**src/rtl/krt_pkg.sv**
```systemverilog
package krt_pkg;

	localparam int TABLE_DEPTH = 16;
	localparam int CAP_W       = 5;
	localparam int KEY_W       = 32;
	localparam int VAL_W       = 64;
	localparam int ST_W        = 3;
	localparam int PC_W        = 3;
	localparam int COND_W      = 3;

	localparam logic [CAP_W-1:0] CAP_RESET = 5'd16;

	localparam logic CMD_LOOKUP = 1'b0;
	localparam logic CMD_INSERT = 1'b1;

	localparam logic [ST_W-1:0] ST_OK       = 3'd0;
	localparam logic [ST_W-1:0] ST_BADARG   = 3'd1;
	localparam logic [ST_W-1:0] ST_EXISTS   = 3'd2;
	localparam logic [ST_W-1:0] ST_NOTFOUND = 3'd3;
	localparam logic [ST_W-1:0] ST_FULL     = 3'd4;

	// microprogram steps
	localparam logic [PC_W-1:0] STEP_IDLE   = 3'd0;
	localparam logic [PC_W-1:0] STEP_CHECK  = 3'd1;
	localparam logic [PC_W-1:0] STEP_SCAN   = 3'd2;
	localparam logic [PC_W-1:0] STEP_DRAIN  = 3'd3;
	localparam logic [PC_W-1:0] STEP_DECIDE = 3'd4;

	// jump conditions
	localparam logic [COND_W-1:0] COND_NEVER    = 3'd0;
	localparam logic [COND_W-1:0] COND_NO_REQ   = 3'd1;
	localparam logic [COND_W-1:0] COND_BAD      = 3'd2;
	localparam logic [COND_W-1:0] COND_MORE     = 3'd3;
	localparam logic [COND_W-1:0] COND_RSP_BUSY = 3'd4;

	typedef struct packed {
		logic                     cmd;
		logic signed [KEY_W-1:0]  key;
		logic        [VAL_W-1:0]  value;
	} req_t;

	typedef struct packed {
		logic [ST_W-1:0]  status;
		logic [VAL_W-1:0] found_value;
	} rsp_t;

	typedef struct packed {
		logic              load;
		logic              check;
		logic              scan;
		logic              decide;
		logic [COND_W-1:0] cond;
		logic [PC_W-1:0]   target;
		logic              ret;
	} ucode_t;

	typedef struct packed {
		logic no_req;
		logic bad;
		logic more;
		logic rsp_busy;
	} flags_t;

	function automatic ucode_t ucode_rom(input logic [PC_W-1:0] step);
		ucode_t w;
		w = '0;
		unique case (step)
			STEP_IDLE: begin
				w.load   = 1'b1;
				w.cond   = COND_NO_REQ;
				w.target = STEP_IDLE;
			end
			STEP_CHECK: begin
				w.check  = 1'b1;
				w.cond   = COND_BAD;
				w.target = STEP_DECIDE;
			end
			STEP_SCAN: begin
				w.scan   = 1'b1;
				w.cond   = COND_MORE;
				w.target = STEP_SCAN;
			end
			STEP_DRAIN: begin
				w.cond   = COND_NEVER;
				w.target = STEP_IDLE;
			end
			STEP_DECIDE: begin
				w.decide = 1'b1;
				w.cond   = COND_RSP_BUSY;
				w.target = STEP_DECIDE;
				w.ret    = 1'b1;
			end
			default: begin
				w.cond   = COND_NEVER;
				w.target = STEP_IDLE;
				w.ret    = 1'b1;
			end
		endcase
		return w;
	endfunction

endpackage

```
**src/rtl/keyed_registry_table_core.sv**
```systemverilog
// Key/value table of TABLE_DEPTH slots; a clear valid bit marks an empty slot. A lookup
// (cmd 0) returns the value stored under the key or not found; an insert (cmd 1)
// fills the first empty slot, answers ok for a same-valued duplicate, already exists
// for a different value, or table full. Capacity zero, key zero, or an insert of
// value zero answers bad argument. After acceptance the key memory is scanned one
// slot per cycle by a small microprogram, over capacity_in_use slots saturated to
// TABLE_DEPTH; a bad argument skips the scan. A new request is taken only while
// the sequencer is idle, but a finished result may wait in the output register
// meanwhile. The table is empty right after reset; no clearing pass is needed.
// capacity_in_use must be written only while the block is idle; the block itself
// does not enforce this.
module keyed_registry_table_core #(
	parameter int TABLE_DEPTH = krt_pkg::TABLE_DEPTH
) (
	input  logic                       clk,
	input  logic                       arst_n,
	input  logic                       cfg_we,
	input  logic [krt_pkg::CAP_W-1:0]  cfg_wdata,
	input  logic                       req_valid,
	output logic                       req_stall,
	input  krt_pkg::req_t              req,
	output logic                       rsp_valid,
	input  logic                       rsp_stall,
	output krt_pkg::rsp_t              rsp
);

	localparam int IW = (TABLE_DEPTH > 1) ? $clog2(TABLE_DEPTH) : 1;
	localparam int EW = ($clog2(TABLE_DEPTH + 1) > krt_pkg::CAP_W) ?
		$clog2(TABLE_DEPTH + 1) : krt_pkg::CAP_W;

	krt_pkg::ucode_t ctl;
	krt_pkg::flags_t flags;

	logic [krt_pkg::CAP_W-1:0] cap_q;
	logic [EW-1:0]             cap_ext;
	logic [EW-1:0]             depth_ext;
	logic [EW-1:0]             eff_cap;
	logic [IW-1:0]             last_idx;

	krt_pkg::req_t             req_q;
	logic [IW-1:0]             idx_q;
	logic                      pend_s1;
	logic [IW-1:0]             pidx_s1;
	logic                      rd_vld_s1;
	logic                      hit_q;
	logic                      emp_q;
	logic [IW-1:0]             emp_idx_q;
	logic                      bad_q;
	logic [TABLE_DEPTH-1:0]    vld_q;

	logic [krt_pkg::KEY_W-1:0] key_rdata;
	logic [krt_pkg::VAL_W-1:0] val_rdata;
	logic                      key_match;
	logic                      val_re;
	logic                      bad;
	logic                      fire;
	logic                      ins_new;
	logic                      rsp_busy;
	krt_pkg::rsp_t             res;
	logic                      rsp_valid_q;
	krt_pkg::rsp_t             rsp_q;

	krt_seq u_seq (
		.clk    (clk),
		.arst_n (arst_n),
		.flags  (flags),
		.ctl    (ctl)
	);

	assign cap_ext   = EW'(cap_q);
	assign depth_ext = EW'(TABLE_DEPTH);
	assign eff_cap   = (cap_ext > depth_ext) ? depth_ext : cap_ext;
	assign last_idx  = IW'(eff_cap - EW'(1));

	assign bad = (eff_cap == '0) || (req_q.key == '0) ||
		((req_q.cmd == krt_pkg::CMD_INSERT) && (req_q.value == '0));

	assign rsp_busy = rsp_valid_q && rsp_stall;
	assign req_stall = !ctl.load;

	assign flags.no_req   = !req_valid;
	assign flags.bad      = bad;
	assign flags.more     = (idx_q != last_idx);
	assign flags.rsp_busy = rsp_busy;

	assign key_match = rd_vld_s1 && (key_rdata == $unsigned(req_q.key));
	assign val_re    = pend_s1 && key_match && !hit_q;

	assign fire    = ctl.decide && !rsp_busy;
	assign ins_new = fire && !bad_q && (req_q.cmd == krt_pkg::CMD_INSERT) && !hit_q && emp_q;

	krt_ram #(
		.WIDTH (krt_pkg::KEY_W),
		.DEPTH (TABLE_DEPTH)
	) u_key_ram (
		.clk   (clk),
		.we    (ins_new),
		.waddr (emp_idx_q),
		.wdata ($unsigned(req_q.key)),
		.re    (ctl.scan),
		.raddr (idx_q),
		.rdata (key_rdata)
	);

	krt_ram #(
		.WIDTH (krt_pkg::VAL_W),
		.DEPTH (TABLE_DEPTH)
	) u_val_ram (
		.clk   (clk),
		.we    (ins_new),
		.waddr (emp_idx_q),
		.wdata (req_q.value),
		.re    (val_re),
		.raddr (pidx_s1),
		.rdata (val_rdata)
	);

	always_comb begin
		res = '0;
		priority if (bad_q) begin
			res.status = krt_pkg::ST_BADARG;
		end else if (req_q.cmd == krt_pkg::CMD_LOOKUP) begin
			if (hit_q) begin
				res.status      = krt_pkg::ST_OK;
				res.found_value = val_rdata;
			end else begin
				res.status = krt_pkg::ST_NOTFOUND;
			end
		end else if (hit_q) begin
			res.status = (val_rdata == req_q.value) ? krt_pkg::ST_OK : krt_pkg::ST_EXISTS;
		end else if (emp_q) begin
			res.status = krt_pkg::ST_OK;
		end else begin
			res.status = krt_pkg::ST_FULL;
		end
	end

	always_ff @(posedge clk or negedge arst_n) begin
		if (!arst_n) begin
			cap_q       <= krt_pkg::CAP_RESET;
			vld_q       <= '0;
			pend_s1     <= 1'b0;
			hit_q       <= 1'b0;
			emp_q       <= 1'b0;
			bad_q       <= 1'b0;
			idx_q       <= '0;
			rsp_valid_q <= 1'b0;
		end else begin
			if (cfg_we) begin
				cap_q <= cfg_wdata;
			end
			pend_s1 <= ctl.scan;
			if (ctl.check) begin
				idx_q <= '0;
				hit_q <= 1'b0;
				emp_q <= 1'b0;
				bad_q <= bad;
			end
			if (ctl.scan) begin
				idx_q <= idx_q + 1'b1;
			end
			// keep the first match and the first empty slot
			if (pend_s1) begin
				if (key_match) begin
					hit_q <= 1'b1;
				end
				if (!rd_vld_s1 && !emp_q) begin
					emp_q <= 1'b1;
				end
			end
			if (ins_new) begin
				vld_q[emp_idx_q] <= 1'b1;
			end
			if (fire) begin
				rsp_valid_q <= 1'b1;
			end else if (rsp_valid_q && !rsp_stall) begin
				rsp_valid_q <= 1'b0;
			end
		end
	end

	always_ff @(posedge clk) begin
		if (ctl.load && req_valid) begin
			req_q <= req;
		end
		if (ctl.scan) begin
			pidx_s1   <= idx_q;
			rd_vld_s1 <= vld_q[idx_q];
		end
		if (pend_s1 && !rd_vld_s1 && !emp_q) begin
			emp_idx_q <= pidx_s1;
		end
		if (fire) begin
			rsp_q <= res;
		end
	end

	assign rsp_valid = rsp_valid_q;
	assign rsp       = rsp_q;

	a_found_only_ok: assert property (@(posedge clk) disable iff (!arst_n)
		rsp_valid |-> (rsp.status == krt_pkg::ST_OK || rsp.found_value == '0))
		else $error("found_value set on a failed transaction");

	a_slots_never_freed: assert property (@(posedge clk) disable iff (!arst_n)
		1'b1 |=> ((vld_q & $past(vld_q)) == $past(vld_q)))
		else $error("occupied slot lost its key");

	a_write_to_empty: assert property (@(posedge clk) disable iff (!arst_n)
		ins_new |-> (emp_q && !vld_q[emp_idx_q]))
		else $error("insert targets an occupied slot");

endmodule

```
**src/rtl/krt_ram.sv**
```systemverilog
module krt_ram #(
	parameter int WIDTH = 32,
	parameter int DEPTH = 16
) (
	input  logic                                     clk,
	input  logic                                     we,
	input  logic [((DEPTH > 1) ? $clog2(DEPTH) : 1)-1:0] waddr,
	input  logic [WIDTH-1:0]                         wdata,
	input  logic                                     re,
	input  logic [((DEPTH > 1) ? $clog2(DEPTH) : 1)-1:0] raddr,
	output logic [WIDTH-1:0]                         rdata
);

	logic [WIDTH-1:0] mem [DEPTH];

	always_ff @(posedge clk) begin
		if (we) begin
			mem[waddr] <= wdata;
		end
		if (re) begin
			rdata <= mem[raddr];
		end
	end

endmodule

```
**src/rtl/krt_seq.sv**
```systemverilog
module krt_seq (
	input  logic            clk,
	input  logic            arst_n,
	input  krt_pkg::flags_t flags,
	output krt_pkg::ucode_t ctl
);

	logic [krt_pkg::PC_W-1:0] pc_q;
	logic                     take;

	assign ctl = krt_pkg::ucode_rom(pc_q);

	always_comb begin
		unique case (ctl.cond)
			krt_pkg::COND_NEVER:    take = 1'b0;
			krt_pkg::COND_NO_REQ:   take = flags.no_req;
			krt_pkg::COND_BAD:      take = flags.bad;
			krt_pkg::COND_MORE:     take = flags.more;
			krt_pkg::COND_RSP_BUSY: take = flags.rsp_busy;
			default:                take = 1'b0;
		endcase
	end

	// jump when the condition holds, else fall through or return to the idle step
	always_ff @(posedge clk or negedge arst_n) begin
		if (!arst_n) begin
			pc_q <= krt_pkg::STEP_IDLE;
		end else if (take) begin
			pc_q <= ctl.target;
		end else if (ctl.ret) begin
			pc_q <= krt_pkg::STEP_IDLE;
		end else begin
			pc_q <= pc_q + 1'b1;
		end
	end

endmodule

```
**config.mk**
```make
export PLATFORM = sky130hd
export DESIGN_NAME = keyed_registry_table_core
export DESIGN_NICKNAME = d
export VERILOG_FILES = /design/src/rtl/krt_pkg.sv /design/src/rtl/keyed_registry_table_core.sv /design/src/rtl/krt_ram.sv /design/src/rtl/krt_seq.sv
export SDC_FILE = /design/constraint.sdc
export NUM_CORES = 2
export LEC_CHECK = 0
export BUFFER_PORTS_ARGS = -buffer_cell sky130_fd_sc_hd__buf_4
export CAP_MARGIN = 20
export CORE_ASPECT_RATIO = 1.25
export CORE_MARGIN = 4
export CORE_UTILIZATION = 45
export DETAILED_ROUTE_END_ITERATION = 16
export SETUP_SLACK_MARGIN = 0.5
export SLEW_MARGIN = 20
export SYNTH_ARGS = -nofsm -noshare
export SYNTH_HDL_FRONTEND = slang
export SYNTH_HIERARCHICAL = 1
export SYNTH_SLANG_ARGS = --single-unit
export TNS_END_PERCENT = 1
```
**constraint.sdc**
```tcl
create_clock -name clk -period 17.5 [get_ports clk]
set_clock_uncertainty 0.15 [all_clocks]
set_input_delay 0 -clock clk [delete_from_list [all_inputs] [get_ports clk]]
set_output_delay 0 -clock clk [all_outputs]
set_load 0.005 [all_outputs]
```
== Word-level counts from Yosys, hierarchy flattened ==
Memories as Yosys holds them, arrays and structs flattened. A register that Yosys moved wholly into a read port is not among the register bits.
Cells that the tools add are included.

* Register bits after elaboration: 206
* Bits in latches: 0
* Bits in writable memories: 1536
* Memory bits (read-only): 0
* Input bits: 107
* Word-level logic and storage cells: 103
* Memories: 2

{| class="wikitable"
|+ Memory list
! memory !! words !! bits a word !! read ports !! clocked after memory_dff !! wr ports !! line !! RTL
|-
| u_val_ram.mem || 16 || 64 || 1 || 1 || 1 || krt_ram.sv:14 || <nowiki>logic [WIDTH-1:0] mem [DEPTH];</nowiki>
|-
| u_key_ram.mem || 16 || 32 || 1 || 1 || 1 || krt_ram.sv:14 ||
|}

* Add/subtract/negate cells: 3
* $mul: 0
* Divide/modulo/power cells: 0
* $lt $le $gt $ge: 4
* Equal/unequal tests: 11
* Shifts and indexed selects: 0
* Muxes and demuxes: 30
* Bitwise operators: 2
* Reduce and logical (&&, ||, !) cells: 34

{| class="wikitable"
|+ Operators with widths
! cell !! count
|-
| equality test 64 bit || 1
|-
| zero test 64 bit || 1
|-
| equality test 32 bit || 1
|-
| zero test 32 bit || 1
|-
| one-hot mux 6 bit (4 select lines) || 1
|-
| logical AND 1 bit || 16
|-
| 2-to-1 mux 1 bit || 16
|-
| OR 16 bit || 1
|-
| 2-to-1 mux 3 bit || 5
|-
| equality test 3 x 2 -> 1 bit, second input constant || 4
|-
| less-than comparator 4 x 5 -> 1 bit, second input constant || 2
|-
| zero test 1 bit || 8
|-
| 2-to-1 mux 4 bit || 2
|-
| equality test 3 x 1 -> 1 bit, second input constant || 2
|-
| equality test 3 bit, second input constant || 2
|-
| > comparator 5 bit, second input constant || 1
|-
| zero test 5 bit || 1
|-
| 2-to-1 mux 5 bit || 1
|-
| adder 4 x 1 -> 4 bit, second input constant || 1
|-
| binary-select mux 1 bit (select 4 bit) || 1
|-
| demux 1 bit (select 4 bit) || 1
|-
| >= comparator 4 x 1 -> 1 bit, second input constant || 1
|-
| 2-to-1 mux 2 bit || 2
|-
| inequality test 4 bit || 1
|-
| 9 further kinds || 11
|}

== Depth between registers and ports, before layout ==
* Depth in word-level cells: 9
* Depth in mapped cells: 10

== By module ==
Netlist, hierarchy kept.

{| class="wikitable"
|+ By module, submodules not included
! module !! instances !! cells an instance !! area each (um^2) !! seq. area each (um^2)
|-
| krt_ram at u_val_ram || 1 || 1647 || 40222.3 || 32671.3
|-
| krt_ram at u_key_ram || 1 || 838 || 20174.3 || 16335.7
|-
| keyed_registry_table_core || 1 || 527 || 8366.8 || 5947.0
|-
| krt_seq || 1 || 38 || 354.1 || 75.1
|}

== Worst setup path after synthesis ==
Ideal clock, no wire load.

* Path type: reg2reg
* From: reg u_seq/pc_q[0] in the netlist's numbering
* To: mem u_val_ram/mem[0][0] in the netlist's numbering (enable)
* Data arrival time: 9.467 ns
* Data required time: 16.785 ns
* Path slack: 7.319 ns
* Stages on the path, launching flop included: 11
* Path buffers: 2
* Cells stage by stage: dfrtp_1 inv_1 ha_1 nand2_1 inv_1 buf_4 nor2b_1 and3_1 buf_2 or3b_2 nor3_1

{| class="wikitable"
|+ RTL lines
! item !! line !! RTL
|-
| start: declaration || krt_seq.sv:8 || <nowiki>logic [krt_pkg::PC_W-1:0] pc_q;</nowiki>
|-
| start signal: assignment || krt_seq.sv:27 || <nowiki>pc_q <= krt_pkg::STEP_IDLE;</nowiki>
|-
| start signal: assignment || krt_seq.sv:29 || <nowiki>pc_q <= ctl.target;</nowiki>
|-
| start signal: assignment || krt_seq.sv:31 || <nowiki>pc_q <= krt_pkg::STEP_IDLE;</nowiki>
|-
| end: declaration || krt_ram.sv:14 ||
|}

== Final worst setup path ==
* From: reg u_seq/pc_q[0] in the netlist's numbering
* To: mem u_val_ram/mem[13][7] in the netlist's numbering (enable)

* Longest elaborated chain between the ends: 9

{| class="wikitable"
|+ RTL lines
! item !! line !! RTL
|-
| equality test 3 bit || krt_pkg.sv:67 || <nowiki>unique case (step)</nowiki>
|-
| 2-to-1 mux 1 bit || krt_pkg.sv:67 ||
|-
| logical AND 1 bit || keyed_registry_table_core.sv:89 || <nowiki>assign fire = ctl.decide && !rsp_busy;</nowiki>
|-
| named net fire || keyed_registry_table_core.sv:56 || <nowiki>logic fire;</nowiki>
|-
| logical AND 1 bit (4 in series) || keyed_registry_table_core.sv:90 || <nowiki>assign ins_new = fire && !bad_q && (req_q.cmd == krt_pkg::CMD_INSERT) && !hit_q && emp_q;</nowiki>
|-
| 2-to-1 mux 1 bit || krt_ram.sv:17 || <nowiki>if (we) begin</nowiki>
|-
| 2-to-1 mux 1 bit (implied by the code) || krt_ram.sv:18 || <nowiki>mem[waddr] <= wdata;</nowiki>
|}

The timed path passes the listed nets, and every way through them passes these cells.

==> flow_summary.toml <==
[global_route]
antenna_found_initial = 3
grt_max_degree = 135
grtUsageTotal = 0.207
grt_pass1_wl_mm = 240
grt_pass1_vias = 34900
overflow = 0

[logic_synthesis]
yosys_warnings = 6
synthCells = 3044
syn_area_um2 = 69100
synth_area_per_cell_um2 = 22.7
synthesis.nets = 3159

[timing]
slew_viol_final = 0
min_period_ns = 5.03
max_freq_mhz = 199
finalSetupTns_ns = 0
tightest_slew_ns = 1.18
setup_violations = 0
timing.slew.headroom = 0.213
hold_violations = 0
rsz0062_at_grt = "false"
fin_crit_sh = 0.287

[cts]
cts-root-buf = "clkbuf_16"
cts.htree.levels = 4
cts_sinks = 1838
cts_buffer_depth = 3
ctsResizeCount = 0
cts_tree = "built"
clkTransAtPathRegs_ns = 0.06
worstSkewPairLatency_ns = 0.80
cts_buffers = 176
postCtsSetupRepairBufs = 0

[setup_path]
critical_path_class = "flip-flop to flip-flop"
cp_data_arrival_time_ns = 5.28
crit_path_end_kind = "flip-flop"
crit_fanout = 68
startpoint_type = "flip-flop"
cp.required_ns = 17.75
cpPeakStageDelay_ns = 0.88
cp_cell_sequence = "inv_1, ha_1, nand2_1, inv_1, nor2b_4, buf_4, and3_1, nand3_1, nor2_4, buf_4"
cp_slowest_cell = "buf_4"

[floorplanning]
die_area_um2 = 160000
rows = 160
die_x_um = 358
start_util = 0.453
ioPinCount = 176
coreArea_um2 = 152000
die_h_um = 446

[job]
max_cap_violations = 0

[placed_design]
gp_congestion = 0.749
hpwl_mm = 91.2
portBuffers = 175
place_area_um2 = 73400

[cells_and_area]
layout_commonest_cell = "edfxtp_1"
area_delta_synth_final_pct = 17.6
stdcell_area_um2 = 81200
final_cell_mix = "edfxtp_1 (1,805), mux4_2 (385), buf_4 (260)"
final_nets = 3684
fillerInstances = 11600
drive_gt1_frac = 0.263

[drt]
viasPerCell = 5.74
drtIter0Drc = 3129
wl_per_cell_um = 28.6
routed_wl_mm = 164
vias = 33000
drc = 0
drtPass1Iterations = 5
drt.antenna.violating_nets = 0

[power_and_ir_drop]
clock_power_share = 0.360
p_int_uw = 7920
finalPower_uw = 10400
leakagePower_uw = 0.0259
power.density_nw_per_um2 = 128
power_switching_uw = 2500
pwr-share-seq = 0.520
combPwrFrac = 0.120
ir_worst_vdd_v = 0.000124
p_sw_frac = 0.240

[hold_path]
hold_class = "input port to asynchronous set/reset pin"

[status]
status = "finished clean"
-- power by group through the flow --
stage / logic, uW / clock network [uW] / registers [uW]
floorplan: 841 / 0 / 5420
global placement: 1220 / 0 / 5500
detailed placement: 1240 / 0 / 5520
CTS: 1280 / 3840 / 5430
global route: 1350 / 4040 / 5450
finish: 1250 / 3750 / 5420
-- sequential cells by signal, indices dropped and copies added (netlist names), 3 cells and up --
register / count
cap_ext: 5
emp_idx_q: 4
idx_q: 4
pidx_s1: 4
req_q: 97
rsp: 67
u_key_ram/mem: 512
u_key_ram/rdata: 32
u_seq/pc_q: 3
u_val_ram/mem: 1024
u_val_ram/rdata: 64
vld_q: 16
-- critical path: cells and delay by family (launching register included) --
kind	cells	cell delay (ns)
adders and majority gates	1	0.18
buffers and inverters	4	1.75
DFF	1	0.45
and+or+nand+nor	5	1.98
-- worst paths after layout --
check	slack (ns)	endpoint	cells past startpoint	startpoint
min in group clk	0.14	rsp_valid	4	rsp_stall
max in group asynchronous	16.88	cap_ext[4]	4	arst_n
worst min-delay path	0.07	cap_ext[2]	4	arst_n
worst max-delay path	12.47	u_val_ram/mem[13][7]	10	u_seq/pc_q[0]
worst min register to register	0.30	emp_idx_q[0]	0	pidx_s1[0]
worst max register to register	12.47	u_val_ram/mem[13][7]	10	u_seq/pc_q[0]
-- metal layers --
layer,track usage,wire (um),vias to the layer above,share of wire
li1,-,-,13900,-
met1,0.262,62000,17600,0.38
met2,0.368,87400,1251,0.53
met3,0.0342,10200,250,0.062
met4,0.0625,4580,0,0.028
met5,0,0,-,0
-- cell type report --
cell class / instances / area (um^2) / share of cell area
Sequential cell: 1838 / 55000 / 0.678
Multi-Input combinational cell: 1056 / 13600 / 0.167
Clock buffer: 222 / 4680 / 0.0576
Timing Repair Buffer: 485 / 4340 / 0.0534
Tap cell: 2025 / 2530 / 0.0312
Clock inverter: 103 / 1020 / 0.0126
Inverter: 12 / 45.0 / 0.000555
Antenna cell: 4 / 10.0 / 0.000123
-- metrics by stage --
stage / worst slack, ns / hold WS, ns / util / cells
final: 12.47 / 0.0738 / 0.533 / 5745
after global routing: 12.17 / 0.0866 / 0.533 / 5741
after CTS: 12.37 / 0.0210 / 0.533 / 5741
after detailed placement: 12.39 / -0.163 / 0.481 / 5201
after global placement: 12.58 / -0.172 / 0.480 / 5194
after floorplan: 7.35 / -0.446 / - / 3044
-- what timing repair did --
item | in CTS | in global routing
endpoints found under the setup margin | 0 | 0
hold endpoints to repair | 236 | 0
hold buffers | 215 | 0
Note: power is estimated with default switching activity, not from simulation.
